===== src/tmp_pkg.sv =====
// ----------------------------------------------------------------------------
// tmp_pkg
// Shared constants and types for the trapezoid motion profile generator.
// ----------------------------------------------------------------------------
package tmp_pkg;

    localparam int WORD_WIDTH = 32;
    localparam int FRAC_BITS  = 16;

    // intermediate products are capped at 2^CAP_W - 1
    localparam int CAP_W      = 62;
    // multiplier digit consumed per cycle
    localparam int DIGIT_W    = 16;

    localparam logic MODE_DIV  = 1'b0;
    localparam logic MODE_SQRT = 1'b1;

    localparam logic [1:0] REG_ACCEL        = 2'd0;
    localparam logic [1:0] REG_MAX_VELOCITY = 2'd1;
    localparam logic [1:0] REG_DISTANCE     = 2'd2;

    typedef struct packed {
        logic start;
        logic mode;
    } ds_ctrl_t;

endpackage


===== src/tmp_mul.sv =====
// ----------------------------------------------------------------------------
// tmp_mul
// Digit-serial multiplier: wide operand times one DIGIT_W slice per cycle.
// ----------------------------------------------------------------------------
module tmp_mul #(
    parameter int WORD_WIDTH = tmp_pkg::WORD_WIDTH
) (
    input  logic                                 aclk,
    input  logic                                 aresetn,
    input  logic                                 start,
    input  logic [tmp_pkg::CAP_W-1:0]            op_x,
    input  logic [WORD_WIDTH-1:0]                op_y,
    output logic                                 done,
    output logic [tmp_pkg::CAP_W+WORD_WIDTH-1:0] prod
);

    localparam int XW   = tmp_pkg::CAP_W;
    localparam int DW   = tmp_pkg::DIGIT_W;
    localparam int NDIG = (WORD_WIDTH + DW - 1) / DW;
    localparam int YW   = NDIG * DW;
    localparam int PW   = XW + WORD_WIDTH;
    localparam int CW   = $clog2(NDIG + 1);

    logic          busy_reg;
    logic          done_reg;
    logic [CW-1:0] cnt_reg;
    logic [XW-1:0] x_reg;
    logic [YW-1:0] y_reg;
    logic [PW-1:0] acc_reg;

    logic [XW+DW-1:0] partial;
    logic [PW-1:0]    acc_next;

    // most significant digit first, accumulator shifts up one digit per step
    assign partial  = x_reg * y_reg[YW-1 -: DW];
    assign acc_next = {acc_reg[PW-DW-1:0], {DW{1'b0}}} + PW'(partial);

    always_ff @(posedge aclk) begin
        if (!aresetn) begin
            busy_reg <= 1'b0;
            done_reg <= 1'b0;
            cnt_reg  <= '0;
        end else begin
            done_reg <= 1'b0;
            if (start) begin
                busy_reg <= 1'b1;
                cnt_reg  <= CW'(NDIG);
            end else if (busy_reg) begin
                cnt_reg <= cnt_reg - 1'b1;
                if (cnt_reg == CW'(1)) begin
                    busy_reg <= 1'b0;
                    done_reg <= 1'b1;
                end
            end
        end
    end

    always_ff @(posedge aclk) begin
        if (start) begin
            x_reg   <= op_x;
            y_reg   <= YW'(op_y);
            acc_reg <= '0;
        end else if (busy_reg) begin
            acc_reg <= acc_next;
            y_reg   <= y_reg << DW;
        end
    end

    assign done = done_reg;
    assign prod = acc_reg;

endmodule


===== config.mk =====
export PLATFORM = sky130hd
export DESIGN_NAME = tmp_mul
export DESIGN_NICKNAME = d
export VERILOG_FILES = /design/src/tmp_pkg.sv /design/src/tmp_mul.sv
export SDC_FILE = /design/constraint.sdc
export NUM_CORES = 2
export LEC_CHECK = 0
export BUFFER_PORTS_ARGS = -buffer_cell sky130_fd_sc_hd__buf_2
export CAP_MARGIN = 20
export CORE_MARGIN = 2
export CORE_UTILIZATION = 55
export CTS_BUF_LIST = sky130_fd_sc_hd__clkbuf_2
export DETAILED_ROUTE_END_ITERATION = 8
export PLACE_DENSITY = 0.73
export SYNTH_ARGS = -nofsm -noshare
export SYNTH_HDL_FRONTEND = slang
export SYNTH_SLANG_ARGS = --single-unit

===== constraint.sdc =====
create_clock -name aclk -period 13 [get_ports aclk]
set_input_delay 2.6 -clock aclk [delete_from_list [all_inputs] [get_ports aclk]]
set_output_delay 2.6 -clock aclk [all_outputs]
set_load 0.05 [all_outputs]

==> run summary <==
Worst Max-Slew Pin Slew -> 1.12 ns
Initial antenna violation count -> 4
Post-synth top area share -> 44.8%
Die ar. -> 75300 um2
Row count -> 99
Clock buffer depth -> 2
Largest net degree at the start of global routing -> 69
Clk root buf -> clkbuf_2
Crit. End Element -> register
Detailed Route Iter0 Violations -> 2506
CP max FO -> 62
Setup slack after layout -> 4.62 ns
Most frequent cell after synthesis -> inv_1
Fraction of layout instances using a drive strength above 1 -> 6.52%
Core ar. -> 72700 um2
Post-synth EDFFs -> 94
CP max-delay cell -> o311ai_0
DP HPWL -> 87600 um
Largest incremental delay on the critical path -> 0.97 ns
Slew HR -> 24.5%
Die height -> 274 um
IO buf count -> 191
WP data required -> 14.09 ns
Initial Util -> 55.3%
Crit Path Class -> reg2reg
Dpl cells -> 5500
Post-CTS resize count -> 0
Endpoints failing hold -> 0
RR Startpoint -> y_reg[25]$_DFFE_PP_
Max reg flops -> 94
CP cell instances -> buf_4 > nand2_1 > fa_1 > inv_1 > fa_1 > fa_1 > fa_1 > fa_1 > inv_1 > fa_1 > inv_1 > ha_1 > and4_1 > nand4_1 > o311ai_0 > a32oi_1 > nand3_1 > a41oi_2 > or4_1 > a311oi_1
Busiest grt layer -> met2
Remaining antenna violation count after routing -> 0
Met3 Resource Use GR -> 6.03%
Sink Count -> 192
Outcome -> finished clean
Clk pin slew, worst setup/hold paths -> 0.38 ns
Gpl congestion -> 0.960
RSZ-0062 raised after global routing -> no
Max Freq -> 0.119 GHz
Global-route wire length before repair -> 180000 um
Avg Cell Area, Syn -> 8.82 um2
Synth top area cells -> fa_1 45%, inv_1 11%, nand2_1 7.6%, edfxtp_1 7.0%, ha_1 5.2%
Vias/cell -> 5.59
I/O pins -> 192
Crit path to -> prod[92]$_SDFFE_PP0P_
DR DRC count -> 0
Area grow syn2layout -> 4.64%
Critical path arrival -> 9.47 ns
MaxCap Viol Count -> 0
CTS Buf Count -> 17
Asr flop ratio synth -> 0%
Most used cell, CP -> fa_1
Synth Cell Area -> 40200 um2
Slew Viols, Final -> 0
Worst Skew -> 0.105 ns
CP startpoint -> y_reg[25]$_DFFE_PP_
GRT overflow -> 0
Seq cells post-synth -> 192
Clk_lat worst skew -> 1.19 ns
Final Critical Period -> 8.38 ns
H-tree level count -> 4
Ys flop type -> dfxtp_1
All-Layer GR Usage -> 31.1%
Gate Count Post-Synth -> 4555
Die Width -> 274 um
Reg2Reg Capture Point -> prod[92]$_SDFFE_PP0P_
Final setup fails -> 0
Post-Route Setup TNS -> 0 ns
Critical Path Start Type -> register
Largest area contributor in the netlist -> fa_1
Internal reg-to-reg setup slack -> 4.62 ns
Routing usage on met2 -> 52.5%
Seq/Total Area, Yosys -> 11.9%
R2r worst-path depth -> 20
Vias in the first global route -> 33182
Syn nets -> 5719
Type of the most critical hold path -> reg2reg
TritonCTS clock tree -> yes
Wire per inst -> 20.0 um
Finished Layout Cells -> 5536
Number of post-CTS setup repair buffers -> 0
WL final -> 111000 um
Final #Nets -> 5725
Post-CTS Hold Fix Bufs -> 0
Distinct cells, synth -> 76
Post-place setup slack -> 4.86 ns
Post-synth top cells -> 1152 x inv_1, 900 x fa_1, 812 x nand2_1, 323 x and2_1, 226 x clkbuf_1
Fill count -> 6395
Initial DRT Pass Iterations -> 6
Yosys warns -> 0
Met1 Track Usage GR -> 39.0%
Final cycle utilization of the critical path -> 64.5%
Vias -> 30945
placed cells by master, fill, tap and decap left out, types with 14 or more instances in the layout:
master	Yosys	final
fa_1	900	900
dfxtp_1	98	97
xor2_1	26	26
clkbuf_2	0	17
ha_1	167	167
a21oi_1	112	112
o31ai_1	14	14
inv_1	1152	1151
nand2_1	812	812
buf_2	9	190
xnor2_1	38	38
edfxtp_1	94	94
mux2i_1	35	35
buf_4	0	35
and2_1	323	323
o21bai_1	16	16
and3_1	15	15
nand4_1	41	41
o21ai_0	97	97
a21o_1	29	29
mux2_2	17	17
nor2_1	104	103
nand3_1	44	44
logic make-up after synthesis:
family / synth area share [%]
mux: 1.35
buf+inv: 13.0
simple gates: 16.1
flops: 11.9
compound gates: 6.15
xor+xnor: 1.39
fa+ha+maj: 50.0
worst max-delay path, delay by kind of cell (launching register included):
family                     cells  cell delay [ns]
adders and majority gates      7             3.49
AOI/OAI and AO/OA              4             1.89
and+or+nand+nor                5             1.55
buffers and inverters          4             0.81
DFF                            1             0.41
metal layers:
metal	part of all wire, %	vias up
met5	0	-
met4	4.7	0
met3	8.0	314
met2	49	1371
met1	38	15841
li1	-	13419
worst min path at each step:
stage | from | end | slack [ns] | depth (start not counted)
after floorplan | cnt_reg[0]$_SDFFE_PP0P_ | cnt_reg[0]$_SDFFE_PP0P_ | 0.51 | 2
after global placement | prod[81]$_SDFFE_PP0P_ | prod[81]$_SDFFE_PP0P_ | 0.44 | 2
after detailed placement | prod[81]$_SDFFE_PP0P_ | prod[81]$_SDFFE_PP0P_ | 0.44 | 2
after CTS | prod[81]$_SDFFE_PP0P_ | prod[81]$_SDFFE_PP0P_ | 0.48 | 2
after global routing | prod[79]$_SDFFE_PP0P_ | prod[79]$_SDFFE_PP0P_ | 0.52 | 2
final | prod[81]$_SDFFE_PP0P_ | prod[81]$_SDFFE_PP0P_ | 0.48 | 2
metrics by stage:
stage                     hold slack (ns)  util (%)  cell area, um2
after floorplan                     0.511         -           40200
after global placement              0.441      57.4           41700
after detailed placement            0.440      57.4           41700
after CTS                           0.482      57.8           42000
after global routing                0.517      57.8           42100
final                               0.481      57.8           42100
cell type report:
cell class              count  area, um2  area share, %
diodes                      3       7.51         0.0179
clock buffers              17       85.1          0.202
clock inverters            15        211          0.503
inverters                1152       4320           10.3
multi-input cells        2970      30200           71.7
flip-flops and latches    192       4790           11.4
well taps                 959       1200           2.85
repair buffers            228       1260           3.01
Power is not shown: default switching activity piles up to over one toggle a cycle in this logic, so the estimate is an artifact.
